[src/rtl/lfgap_pkg.sv]
// Shared types and constants of the gap-modulated field encoder.
package lfgap_pkg;

  localparam int DATA_W    = 32;
  localparam int TIME_W    = 12;
  localparam int COUNT_W   = 6;
  localparam int CFG_IDX_W = 2;
  localparam int NUM_REGS  = 4;

  localparam logic [CFG_IDX_W-1:0] REG_START_GAP = 2'd0;
  localparam logic [CFG_IDX_W-1:0] REG_ZERO_ON   = 2'd1;
  localparam logic [CFG_IDX_W-1:0] REG_ONE_ON    = 2'd2;
  localparam logic [CFG_IDX_W-1:0] REG_WRITE_GAP = 2'd3;

  localparam logic [TIME_W-1:0] RST_START_GAP = 12'd240;
  localparam logic [TIME_W-1:0] RST_ZERO_ON   = 12'd192;
  localparam logic [TIME_W-1:0] RST_ONE_ON    = 12'd448;
  localparam logic [TIME_W-1:0] RST_WRITE_GAP = 12'd136;

  typedef enum logic [3:0] {
    PH_IDLE  = 4'b0001,
    PH_START = 4'b0010,
    PH_ON    = 4'b0100,
    PH_GAP   = 4'b1000
  } phase_t;

  typedef struct packed {
    phase_t phase;
    logic   done;
  } enter_ctl_t;

endpackage

[src/rtl/lfgap_enter.sv]
// Selects the next bit phase of nonzero length, skipping empty bits.
module lfgap_enter #(
  parameter int MAX_BITS   = 32,
  parameter int TIMER_BITS = 12,
  parameter int BL_W       = $clog2(MAX_BITS + 1),
  parameter int IDX_W      = (MAX_BITS > 1) ? $clog2(MAX_BITS) : 1
) (
  input  logic [BL_W-1:0]             bits_in,
  input  logic [lfgap_pkg::DATA_W-1:0] word,
  input  logic [TIMER_BITS-1:0]       zero_on,
  input  logic [TIMER_BITS-1:0]       one_on,
  input  logic [TIMER_BITS-1:0]       gap,
  output lfgap_pkg::enter_ctl_t       ctl,
  output logic [TIMER_BITS-1:0]       timer,
  output logic [BL_W-1:0]             bits_out
);

  logic [MAX_BITS-1:0] wide;
  logic                zero_nz;
  logic                one_nz;
  logic                gap_nz;
  logic                found;
  logic [IDX_W-1:0]    idx;
  logic                top_bit;

  for (genvar g = 0; g < MAX_BITS; g++) begin : g_wide
    if (g < lfgap_pkg::DATA_W) begin : g_data
      assign wide[g] = word[g];
    end else begin : g_pad
      assign wide[g] = 1'b0;
    end
  end

  assign zero_nz = |zero_on;
  assign one_nz  = |one_on;
  assign gap_nz  = |gap;
  assign top_bit = wide[IDX_W'(bits_in - 1'b1)];

  // highest bit below bits_in whose on time is nonzero
  always_comb begin
    found = 1'b0;
    idx   = '0;
    for (int i = 0; i < MAX_BITS; i++) begin
      if (i < int'(bits_in) && (wide[i] ? one_nz : zero_nz)) begin
        found = 1'b1;
        idx   = IDX_W'(i);
      end
    end
  end

  always_comb begin
    ctl.phase = lfgap_pkg::PH_IDLE;
    ctl.done  = 1'b1;
    timer     = '0;
    bits_out  = '0;
    if (bits_in != '0) begin
      if (gap_nz) begin
        ctl.done = 1'b0;
        bits_out = bits_in;
        if (top_bit ? one_nz : zero_nz) begin
          ctl.phase = lfgap_pkg::PH_ON;
          timer     = top_bit ? one_on : zero_on;
        end else begin
          ctl.phase = lfgap_pkg::PH_GAP;
          timer     = gap;
        end
      end else if (found) begin
        ctl.phase = lfgap_pkg::PH_ON;
        ctl.done  = 1'b0;
        timer     = wide[idx] ? one_on : zero_on;
        bits_out  = BL_W'(idx) + 1'b1;
      end
    end
  end

endmodule

[src/rtl/lf_gap_bit_transmitter.sv]
// Top level of the gap-modulated downlink encoder for a low-frequency reader field.
//
//  channel   | handshake             | payload
//  request   | req_valid / req_stall | cmd, data_word, bit_count, with_start
//  result    | rsp_valid / rsp_stall | field_enable, busy_res, finished, rejected
//  config    | cfg_we                | cfg_index, cfg_data
//
// One request per cycle while req_stall is low; its result passes the input
// register, then the result register holding the encoder state update.
// rst clears the handshake, the encoder state and loads the default timings.
// A stalled result holds; the input register keeps taking requests while empty
// or while the result register can advance.
module lf_gap_bit_transmitter #(
  parameter int MAX_BITS   = 32,
  parameter int TIMER_BITS = 12
) (
  input  logic                                clk,
  input  logic                                rst,
  input  logic                                req_valid,
  output logic                                req_stall,
  input  logic                                cmd,
  input  logic [lfgap_pkg::DATA_W-1:0]        data_word,
  input  logic [lfgap_pkg::COUNT_W-1:0]       bit_count,
  input  logic                                with_start,
  output logic                                rsp_valid,
  input  logic                                rsp_stall,
  output logic                                field_enable,
  output logic                                busy_res,
  output logic                                finished,
  output logic                                rejected,
  input  logic                                cfg_we,
  input  logic [lfgap_pkg::CFG_IDX_W-1:0]     cfg_index,
  input  logic [lfgap_pkg::TIME_W-1:0]        cfg_data
);

  localparam int BL_W = $clog2(MAX_BITS + 1);

  logic [lfgap_pkg::TIME_W-1:0] start_gap_time;
  logic [lfgap_pkg::TIME_W-1:0] zero_on_time;
  logic [lfgap_pkg::TIME_W-1:0] one_on_time;
  logic [lfgap_pkg::TIME_W-1:0] write_gap_time;

  logic [TIMER_BITS-1:0] start_c;
  logic [TIMER_BITS-1:0] zero_c;
  logic [TIMER_BITS-1:0] one_c;
  logic [TIMER_BITS-1:0] gap_c;

  logic                           hold_valid;
  logic                           hold_cmd;
  logic [lfgap_pkg::DATA_W-1:0]   hold_data;
  logic [lfgap_pkg::COUNT_W-1:0]  hold_count;
  logic                           hold_start;

  lfgap_pkg::phase_t              phase, phase_next;
  logic [TIMER_BITS-1:0]          phase_timer, phase_timer_next;
  logic [lfgap_pkg::DATA_W-1:0]   shift_word, shift_word_next;
  logic [BL_W-1:0]                bits_left, bits_left_next;

  logic                           field_next;
  logic                           finished_next;
  logic                           rejected_next;

  logic                           advance;
  logic                           process;
  logic                           req_take;
  logic [BL_W-1:0]                count_sat;
  logic [TIMER_BITS-1:0]          timer_dec;
  logic [BL_W-1:0]                enter_n;
  logic [lfgap_pkg::DATA_W-1:0]   enter_w;
  lfgap_pkg::enter_ctl_t          enter_ctl;
  logic [TIMER_BITS-1:0]          enter_timer;
  logic [BL_W-1:0]                enter_bits;

  // saturate the 12-bit timings to the timer range
  if (TIMER_BITS >= lfgap_pkg::TIME_W) begin : g_time_ext
    assign start_c = TIMER_BITS'(start_gap_time);
    assign zero_c  = TIMER_BITS'(zero_on_time);
    assign one_c   = TIMER_BITS'(one_on_time);
    assign gap_c   = TIMER_BITS'(write_gap_time);
  end else begin : g_time_sat
    assign start_c = ((start_gap_time >> TIMER_BITS) != '0) ? '1
                                                            : start_gap_time[TIMER_BITS-1:0];
    assign zero_c  = ((zero_on_time >> TIMER_BITS) != '0) ? '1
                                                          : zero_on_time[TIMER_BITS-1:0];
    assign one_c   = ((one_on_time >> TIMER_BITS) != '0) ? '1
                                                         : one_on_time[TIMER_BITS-1:0];
    assign gap_c   = ((write_gap_time >> TIMER_BITS) != '0) ? '1
                                                            : write_gap_time[TIMER_BITS-1:0];
  end

  always_ff @(posedge clk) begin
    if (rst) begin
      start_gap_time <= lfgap_pkg::RST_START_GAP;
      zero_on_time   <= lfgap_pkg::RST_ZERO_ON;
      one_on_time    <= lfgap_pkg::RST_ONE_ON;
      write_gap_time <= lfgap_pkg::RST_WRITE_GAP;
    end else if (cfg_we) begin
      case (cfg_index)
        lfgap_pkg::REG_START_GAP: start_gap_time <= cfg_data;
        lfgap_pkg::REG_ZERO_ON:   zero_on_time   <= cfg_data;
        lfgap_pkg::REG_ONE_ON:    one_on_time    <= cfg_data;
        lfgap_pkg::REG_WRITE_GAP: write_gap_time <= cfg_data;
        default: ;
      endcase
    end
  end

  // handshake
  assign advance   = !rsp_valid || !rsp_stall;
  assign req_stall = hold_valid && !advance;
  assign req_take  = req_valid && !req_stall;
  assign process   = hold_valid && advance;

  always_ff @(posedge clk) begin
    if (rst) begin
      hold_valid <= 1'b0;
    end else begin
      hold_valid <= req_take || (hold_valid && !advance);
    end
  end

  always_ff @(posedge clk) begin
    if (req_take) begin
      hold_cmd   <= cmd;
      hold_data  <= data_word;
      hold_count <= bit_count;
      hold_start <= with_start;
    end
  end

  assign count_sat = ({1'b0, hold_count} > (lfgap_pkg::COUNT_W + 1)'(MAX_BITS))
                   ? BL_W'(MAX_BITS) : BL_W'(hold_count);
  assign timer_dec = phase_timer - 1'b1;

  always_comb begin
    if (hold_cmd) begin
      enter_n = count_sat;
      enter_w = hold_data;
    end else if (phase == lfgap_pkg::PH_START) begin
      enter_n = bits_left;
      enter_w = shift_word;
    end else begin
      enter_n = (bits_left != '0) ? bits_left - 1'b1 : bits_left;
      enter_w = shift_word;
    end
  end

  lfgap_enter #(
    .MAX_BITS   (MAX_BITS),
    .TIMER_BITS (TIMER_BITS)
  ) u_enter (
    .bits_in  (enter_n),
    .word     (enter_w),
    .zero_on  (zero_c),
    .one_on   (one_c),
    .gap      (gap_c),
    .ctl      (enter_ctl),
    .timer    (enter_timer),
    .bits_out (enter_bits)
  );

  always_comb begin
    phase_next       = phase;
    phase_timer_next = phase_timer;
    shift_word_next  = shift_word;
    bits_left_next   = bits_left;
    finished_next    = 1'b0;
    rejected_next    = 1'b0;
    if (hold_cmd) begin
      if (phase != lfgap_pkg::PH_IDLE) begin
        rejected_next = 1'b1;
      end else begin
        shift_word_next = hold_data;
        if (hold_start && (start_c != '0)) begin
          phase_next       = lfgap_pkg::PH_START;
          phase_timer_next = start_c;
          bits_left_next   = count_sat;
        end else begin
          phase_next       = enter_ctl.phase;
          phase_timer_next = enter_timer;
          bits_left_next   = enter_bits;
          finished_next    = enter_ctl.done;
        end
      end
    end else if (phase != lfgap_pkg::PH_IDLE) begin
      if (timer_dec != '0) begin
        phase_timer_next = timer_dec;
      end else if (phase == lfgap_pkg::PH_ON && gap_c != '0) begin
        phase_next       = lfgap_pkg::PH_GAP;
        phase_timer_next = gap_c;
      end else begin
        phase_next       = enter_ctl.phase;
        phase_timer_next = enter_timer;
        bits_left_next   = enter_bits;
        finished_next    = enter_ctl.done;
      end
    end
  end

  // on a tick the level is that of the running phase, on a command the new one
  always_comb begin
    case (hold_cmd ? phase_next : phase)
      lfgap_pkg::PH_START, lfgap_pkg::PH_GAP: field_next = 1'b0;
      default:                                 field_next = 1'b1;
    endcase
  end

  always_ff @(posedge clk) begin
    if (rst) begin
      phase       <= lfgap_pkg::PH_IDLE;
      phase_timer <= '0;
      shift_word  <= '0;
      bits_left   <= '0;
    end else if (process) begin
      phase       <= phase_next;
      phase_timer <= phase_timer_next;
      shift_word  <= shift_word_next;
      bits_left   <= bits_left_next;
    end
  end

  always_ff @(posedge clk) begin
    if (rst) begin
      rsp_valid <= 1'b0;
    end else if (advance) begin
      rsp_valid <= process;
    end
  end

  always_ff @(posedge clk) begin
    if (process) begin
      field_enable <= field_next;
      busy_res     <= (phase_next != lfgap_pkg::PH_IDLE);
      finished     <= finished_next;
      rejected     <= rejected_next;
    end
  end

endmodule

[config.mk]
export PLATFORM = sky130hd
export DESIGN_NAME = lf_gap_bit_transmitter
export DESIGN_NICKNAME = d
export VERILOG_FILES = /design/src/rtl/lfgap_pkg.sv /design/src/rtl/lfgap_enter.sv /design/src/rtl/lf_gap_bit_transmitter.sv
export SDC_FILE = /design/constraint.sdc
export NUM_CORES = 1
export LEC_CHECK = 0
export ABC_AREA = 0
export BUFFER_PORTS_ARGS = -buffer_cell sky130_fd_sc_hd__buf_4
export CORE_MARGIN = 2
export CORE_UTILIZATION = 60
export CTS_CLUSTER_SIZE = 14
export DETAILED_ROUTE_END_ITERATION = 12
export PLACE_DENSITY_LB_ADDON = 0.2
export SETUP_SLACK_MARGIN = 0.15
export SLEW_MARGIN = 20
export SYNTH_ARGS = -nofsm -noshare
export SYNTH_HDL_FRONTEND = slang
export SYNTH_SLANG_ARGS = --single-unit
[constraint.sdc]
create_clock -name clk -period 6.2 [get_ports clk]
set_input_delay 1.24 -clock clk [delete_from_list [all_inputs] [get_ports clk]]
set_output_delay 1.24 -clock clk [all_outputs]
set_load 0.01 [all_outputs]
Word level (Yosys, flattened, before mapping)
Index checks and enable logic that the tools add are counted.
Word-level totals
  flip-flop bits (word level): 148
  bits of input ports: 59
  output and inout bits: 6
  word-level logic and storage cells: 276
Cells by class
  $lt $le $gt $ge: 35
  muxes and demuxes: 145
  reductions and logical operators: 61
  bitwise gates (word level): 1
  equality and inequality tests: 12
  add/sub/neg operators: 4
Operators by type and width (count)
  $mux W12: 12
  $lt A5 B6 Y1 const A: 16
  $mux W5: 18
  $mux W6: 13
  $mux W1: 76
  $mux W4: 17
  $lt A4 B6 Y1 const A: 8
  $logic_and A1 B1 Y1: 37
  $reduce_bool A12 Y1: 3
  $reduce_or A12 Y1: 3
  $mux W32: 1
  $lt A3 B6 Y1 const A: 4
  $lt A1 B6 Y1 const A: 2
  $lt A2 B6 Y1 const A: 2
  $lt A5 B6 Y1 const B: 2
  $mux W3: 4
  $reduce_bool A6 Y1: 2
  $sub A12 B1 Y12 const B: 1
  $bmux W1 S5: 2
  $eq A4 B2 Y1 const B: 2
  $ne A4 B1 Y1 const B: 2
  $reduce_and A2 Y1: 4
  $add A5 B1 Y6 const B: 1
  $gt A6 B6 Y1 const B: 1
  other kinds (16): 25

Logic depth before layout (Yosys ltp)
  word-level depth: 49
  depth in mapped cells: 28
  mapped depth without buffers: 24

Hierarchy
From an unflattened synthesis, not the netlist that was laid out.
Unflattened totals
  cell total of the unflattened synthesis: 1259
  area total of the unflattened synthesis: 10784.1 sq um
By module, submodules not included
  lf_gap_bit_transmitter: cells each 730, instances 1, area an instance 6721.4 sq um, seq. area each 3403.3 sq um
  lfgap_enter: cells each 529, instances 1, area an instance 4062.6 sq um, seq. area each 0.0 sq um

Worst setup path after synthesis
Ideal clock, no wire load.
  kind: reg2reg
  start point: reg phase[3]
  end point: reg phase_timer[8]
  path slack: 0.844 ns
  setup time: 0.134 ns
  cell stages (with the launch flop): 26
  path buffers: 6
  arrival: 5.222 ns
  required time: 6.066 ns
  period minus slack after synthesis: 5.356 ns
  cells stage by stage: dfxtp_1 buf_2 nor4b_1 buf_2 a21oi_1 xnor2_1 clkbuf_1 mux2i_1 inv_1 ha_1 clkbuf_1 nand3_1 clkbuf_1 o31a_1 o21ai_1 o2111ai_1 o21a_1 buf_2 mux2i_1 mux2i_1 a2111oi_0 a211o_2 nand2_2 mux2i_1 nor4b_1 or4_1
Between the ends
  longest elaborated chain between the ends: 46
  elaborated cells between the ends (all ways): 155
  classes of those cells: add/sub (1); order compare (32); eq/ne (4); mux (82); reduce/logical (36)
RTL lines
  start: declaration: RTL line lf_gap_bit_transmitter.sv:54  | lfgap_pkg::phase_t phase, phase_next;
  start signal: assignment: RTL line lf_gap_bit_transmitter.sv:210  | phase <= lfgap_pkg::PH_IDLE;
  start signal: assignment: RTL line lf_gap_bit_transmitter.sv:215  | phase <= phase_next;
  $eq A4 B2 Y1: RTL line lf_gap_bit_transmitter.sv:139  | end else if (phase == lfgap_pkg::PH_START) begin
  $mux W6: RTL line lf_gap_bit_transmitter.sv:139
  $mux W6: RTL line lf_gap_bit_transmitter.sv:136  | if (hold_cmd) begin
  $lt A1 B6 Y1: RTL line lfgap_enter.sv:44  | if (i < int'(bits_in) && (wide[i] ? one_nz : zero_nz)) begin
  $logic_and A1 B1 Y1: RTL line lfgap_enter.sv:44
  $mux W1: RTL line lfgap_enter.sv:44
  $mux W2 (2 in series): RTL line lfgap_enter.sv:44
  $mux W3 (4 in series): RTL line lfgap_enter.sv:44
  [26 not listed]
  $mux W12: RTL line lfgap_enter.sv:70  | timer = wide[idx] ? one_on : zero_on;
  $mux W12: RTL line lfgap_enter.sv:67  | end else if (found) begin
  $mux W12: RTL line lfgap_enter.sv:57  | if (gap_nz) begin
  $mux W12: RTL line lfgap_enter.sv:56  | if (bits_in != '0) begin
  $mux W12: RTL line lf_gap_bit_transmitter.sv:188  | end else if (phase == lfgap_pkg::PH_ON && gap_c != '0) begin
  $mux W12: RTL line lf_gap_bit_transmitter.sv:186  | if (timer_dec != '0) begin
  $mux W12: RTL line lf_gap_bit_transmitter.sv:185  | end else if (phase != lfgap_pkg::PH_IDLE) begin
  $mux W12: RTL line lf_gap_bit_transmitter.sv:169  | if (hold_cmd) begin
  end signal: assignment: RTL line lf_gap_bit_transmitter.sv:216  | phase_timer <= phase_timer_next;
  end: declaration: RTL line lf_gap_bit_transmitter.sv:55  | logic [TIMER_BITS-1:0] phase_timer, phase_timer_next;
Parallel ways exist; a longest one is shown, timed or not. The select of a mux whose other input is x is not followed.
A chain may end at the register's enable or synchronous reset.

Final worst setup path
  start point: reg zero_on_time, in the netlist zero_c[11]
  end point: reg phase_timer[8]
Between the ends
  longest elaborated chain between the ends: 44
  elaborated cells between the ends (all ways): 142
  classes of those cells: mux (109); reduce/logical (33)
RTL lines
  start: declaration: RTL line lf_gap_bit_transmitter.sv:39  | logic [lfgap_pkg::TIME_W-1:0] zero_on_time;
  start signal: assignment: RTL line lf_gap_bit_transmitter.sv:94  | zero_on_time <= lfgap_pkg::RST_ZERO_ON;
  start signal: assignment: RTL line lf_gap_bit_transmitter.sv:100  | lfgap_pkg::REG_ZERO_ON: zero_on_time <= cfg_data;
  $reduce_or A12 Y1 *: RTL line lfgap_enter.sv:34  | assign zero_nz = |zero_on;
  $mux W1: RTL line lfgap_enter.sv:44
  $logic_and A1 B1 Y1: RTL line lfgap_enter.sv:44
  $mux W1: RTL line lfgap_enter.sv:44
  $mux W2 (2 in series): RTL line lfgap_enter.sv:44
  $mux W3 (4 in series): RTL line lfgap_enter.sv:44
  $mux W4 (8 in series): RTL line lfgap_enter.sv:44
  $mux W5 (16 in series): RTL line lfgap_enter.sv:44
  [2 not listed]
  $mux W12: RTL line lfgap_enter.sv:70
  $mux W12: RTL line lfgap_enter.sv:67
  $mux W12 *: RTL line lfgap_enter.sv:57
  $mux W12 *: RTL line lfgap_enter.sv:56
  $mux W12: RTL line lf_gap_bit_transmitter.sv:188
  $mux W12: RTL line lf_gap_bit_transmitter.sv:186
  $mux W12: RTL line lf_gap_bit_transmitter.sv:185
  $mux W12 *: RTL line lf_gap_bit_transmitter.sv:169
Mark *: on every way between the ends. The rest lies on a longest branch, timed or not. The select of a mux whose other input is x is not followed.

==> results.txt <==
Starting Density: 61.4%
DRT iter0 DRCs: 1463
Worst Path Arrival: 5.97 ns
sequential area share after synthesis: 33.3%
total die area: 18100 um^2
clock transition at the registers of the reported paths: 0.07 ns
clk sink count: 148
fin crit period: 5.67 ns
cell mode on critical path: mux2i_1
YS warnings: 0
cell area after layout: 11700 um^2
pin count of the biggest net entering global routing: 94
most used flip-flop cell after synthesis: dfxtp_1
CP max FO: 34
RSZ-0062 raised after global routing: false
Antenna Nets Post-Route: 0
VDD IR-drop max: 0.270 mV
CP top delay family: simple AND/OR/NAND/NOR gates
Hold/Removal Path Class: flop to flop
CP bufs+invs: 2
FILL cells: 1350
number of max-cap violations: 0
nets@finish: 1408
Residual DRC: 0
commonest cells after routing, fill and taps aside: nand2_1, a21oi_1, buf_4, dfxtp_1, mux2i_1
Setup crit end kind: flop
vias in the first global route: 9435
setup violators final: 0
htree depth: 4
crit-path cells: nor4_1 > nand3_1 > buf_4 > mux2i_1 > o21ai_1 > nor3b_1 > or4_1 > a211oi_4 > a311oi_4 > buf_4 > mux2i_1 > mux2i_1 > a32o_1 > o21ai_4 > nand2_4 > mux2i_1 > nor4b_1 > or4_1
Total Wirelength: 33900 um
P_leak: 4.54 nW
critical path startpoint category: flop
status: finished clean
Inserted Diodes: 0
Crit-path slowest cell: nor4_1
DRT Pass-1 Iters: 6
final hold vios: 0
gr usage total: 37.2%
pwr dens: 268 nW/um^2
antenna violations before repair: 0
final slew viol count: 0
Synth cell types: 90
#FFs+latches synth: 148
CTS tree: yes
root buf cell: clkbuf_16
clock latency at the later pin of the worst-skew pair: 0.44 ns
Post-synth EDFFs: 44
final period utilization: 91.4%
syn avg cell area: 7.97 um^2
I/O Pins: 65
Core Area: 16600 um^2
Max Clock Freq: 176 MHz
WP data required: 6.50 ns
Area Overhead vs Synth: 14.5%
class of the most critical setup path: flop to flop
Synth Net Count: 1349
clock tree buffer depth: 2
DR vias/cell: 6.78
Post-DP Area: 11100 um^2
routability cong.: 1.07
CP peak stage delay: 0.66 ns
Clock Skew: 0.0184 ns
total vias in the final route: 10700
CTS Hold Bufs: 0
mapped cell area: 10200 um^2
die height: 134 um
commonest non-fill, non-tap cell in the layout: nand2_1
Row Count: 47
number of port buffers: 64
die width: 134 um
max_slew headroom: 36.2%
Avg WL per Cell: 21.5 um
cells after synthesis: 1282
clock buffer count from CTS: 17
Slew @ Worst Pin: 0.957 ns
asr flop ratio synth: 0%
final setup TNS: 0 ns
layout cell share with drive strength beyond 1: 15.2%
total gr overflow: 0
global-route wire length before repair: 52300 um
DP HPWL: 24400 um
-- registers in the layout (all words and copies together), names as in the netlist, 4 cells and up --
signal       cells
hold_data       32
shift_word      32
gap_c           12
one_c           12
phase_timer     12
start_c         12
zero_c          12
bits_left        6
hold_count       6
phase            4
-- kinds of logic (layout without fill, tap and decap cells) --
group           Yosys count  in the layout  synth area share, %
compound gates          377            378                 24.1
xor+xnor                 16             16                 1.37
fa+ha+maj                 8              8                0.980
buf+inv                 103            174                 4.46
flops                   148            148                 33.3
mux                     112            112                 11.7
simple gates            518            518                 24.1
-- worst register-to-register path, delay by kind of cell (launching register included) --
kind | cells | cell delay, ns
simple gates | 7 | 2.53
compound gates | 5 | 1.23
mux | 4 | 0.88
buf+inv | 2 | 0.55
flops | 1 | 0.36
-- synth_stat cells (10+ instances only) --
| master | number | area [um^2] |
|---|---|---|
| inv_1 | 12 | 45.0 |
| clkbuf_1 | 58 | 218 |
| and3_1 | 10 | 62.6 |
| nand2b_1 | 12 | 75.1 |
| a211oi_1 | 28 | 210 |
| o21ai_0 | 35 | 175 |
| nor2b_1 | 27 | 169 |
| nand3b_1 | 14 | 105 |
| nor3_1 | 28 | 140 |
| a21oi_1 | 156 | 781 |
| buf_2 | 16 | 80.1 |
| edfxtp_1 | 44 | 1320 |
| xnor2_1 | 10 | 87.6 |
| nor4_1 | 19 | 119 |
| mux2i_1 | 98 | 981 |
| nor2_1 | 83 | 312 |
| o211ai_1 | 10 | 75.1 |
| nand2_1 | 245 | 920 |
| a31oi_1 | 20 | 125 |
| a22oi_1 | 12 | 90.1 |
| dfxtp_1 | 104 | 2080 |
| nand3_1 | 25 | 125 |
| o22ai_1 | 15 | 93.8 |
-- per-layer routing --
| layer | GRT usage, % | vias to the layer above | share of wire [%] |
|---|---|---|---|
| li1 | - | 4874 | - |
| met5 | 0 | - | 0 |
| met3 | 7.43 | 89 | 12 |
| met4 | 12.4 | 0 | 2.9 |
| met1 | 55.7 | 4981 | 43 |
| met2 | 53.5 | 720 | 42 |
-- report_power, final --
| group | switching (mW) | total (mW) | internal, mW |
|---|---|---|---|
| Combinational | 0.624 | 1.03 | 0.409 |
| Clock | 0.470 | 1.00 | 0.531 |
| Sequential | 0.0561 | 1.10 | 1.05 |
| Total | 1.15 | 3.14 | 1.99 |
-- what timing repair did --
action,4_1_cts,5_1_grt
buffers inserted,0,4
resized for setup,0,8
endpoints found under the setup margin,0,8
-- stage by stage --
stage          utilization [%]  hold slack (ns)  setup WS, ns  std cells  total power, mW
3_5_place_dp              66.4            0.446         0.183       1537             2.09
6_report                  70.3            0.455         0.532       1574             3.14
5_1_grt                   70.3            0.483         0.176       1574             3.26
2_1_floorplan                -            0.436         0.844       1282             1.81
4_1_cts                   69.8            0.454         0.151       1569             3.09
3_3_place_gp              66.4            0.446         0.344       1537             2.09
-- worst paths after layout --
| kind | from | endpoint | slack (ns) | cells after the start |
|---|---|---|---|---|
| worst min-delay path | shift_word[7]$_SDFFE_PP0P_ | shift_word[7]$_SDFFE_PP0P_ | 0.46 | 2 |
| worst max-delay path | zero_c[11]$_SDFFE_PP0P_ | phase_timer[8]$_SDFFE_PP0P_ | 0.53 | 18 |
| worst min register to register | shift_word[7]$_SDFFE_PP0P_ | shift_word[7]$_SDFFE_PP0P_ | 0.46 | 2 |
| worst max register to register | zero_c[11]$_SDFFE_PP0P_ | phase_timer[8]$_SDFFE_PP0P_ | 0.53 | 18 |
-- cell type report --
cell class	count	area, um^2	share of cell area [%]
Multi-Input combinational cell	1032	6440	55.0
Clock inverter	14	129	1.10
Timing Repair Buffer	128	973	8.32
Sequential cell	148	3400	29.1
Inverter	14	52.6	0.449
Clock buffer	18	429	3.67
Tap cell	220	275	2.35
Power figures use the tool's default switching activity.
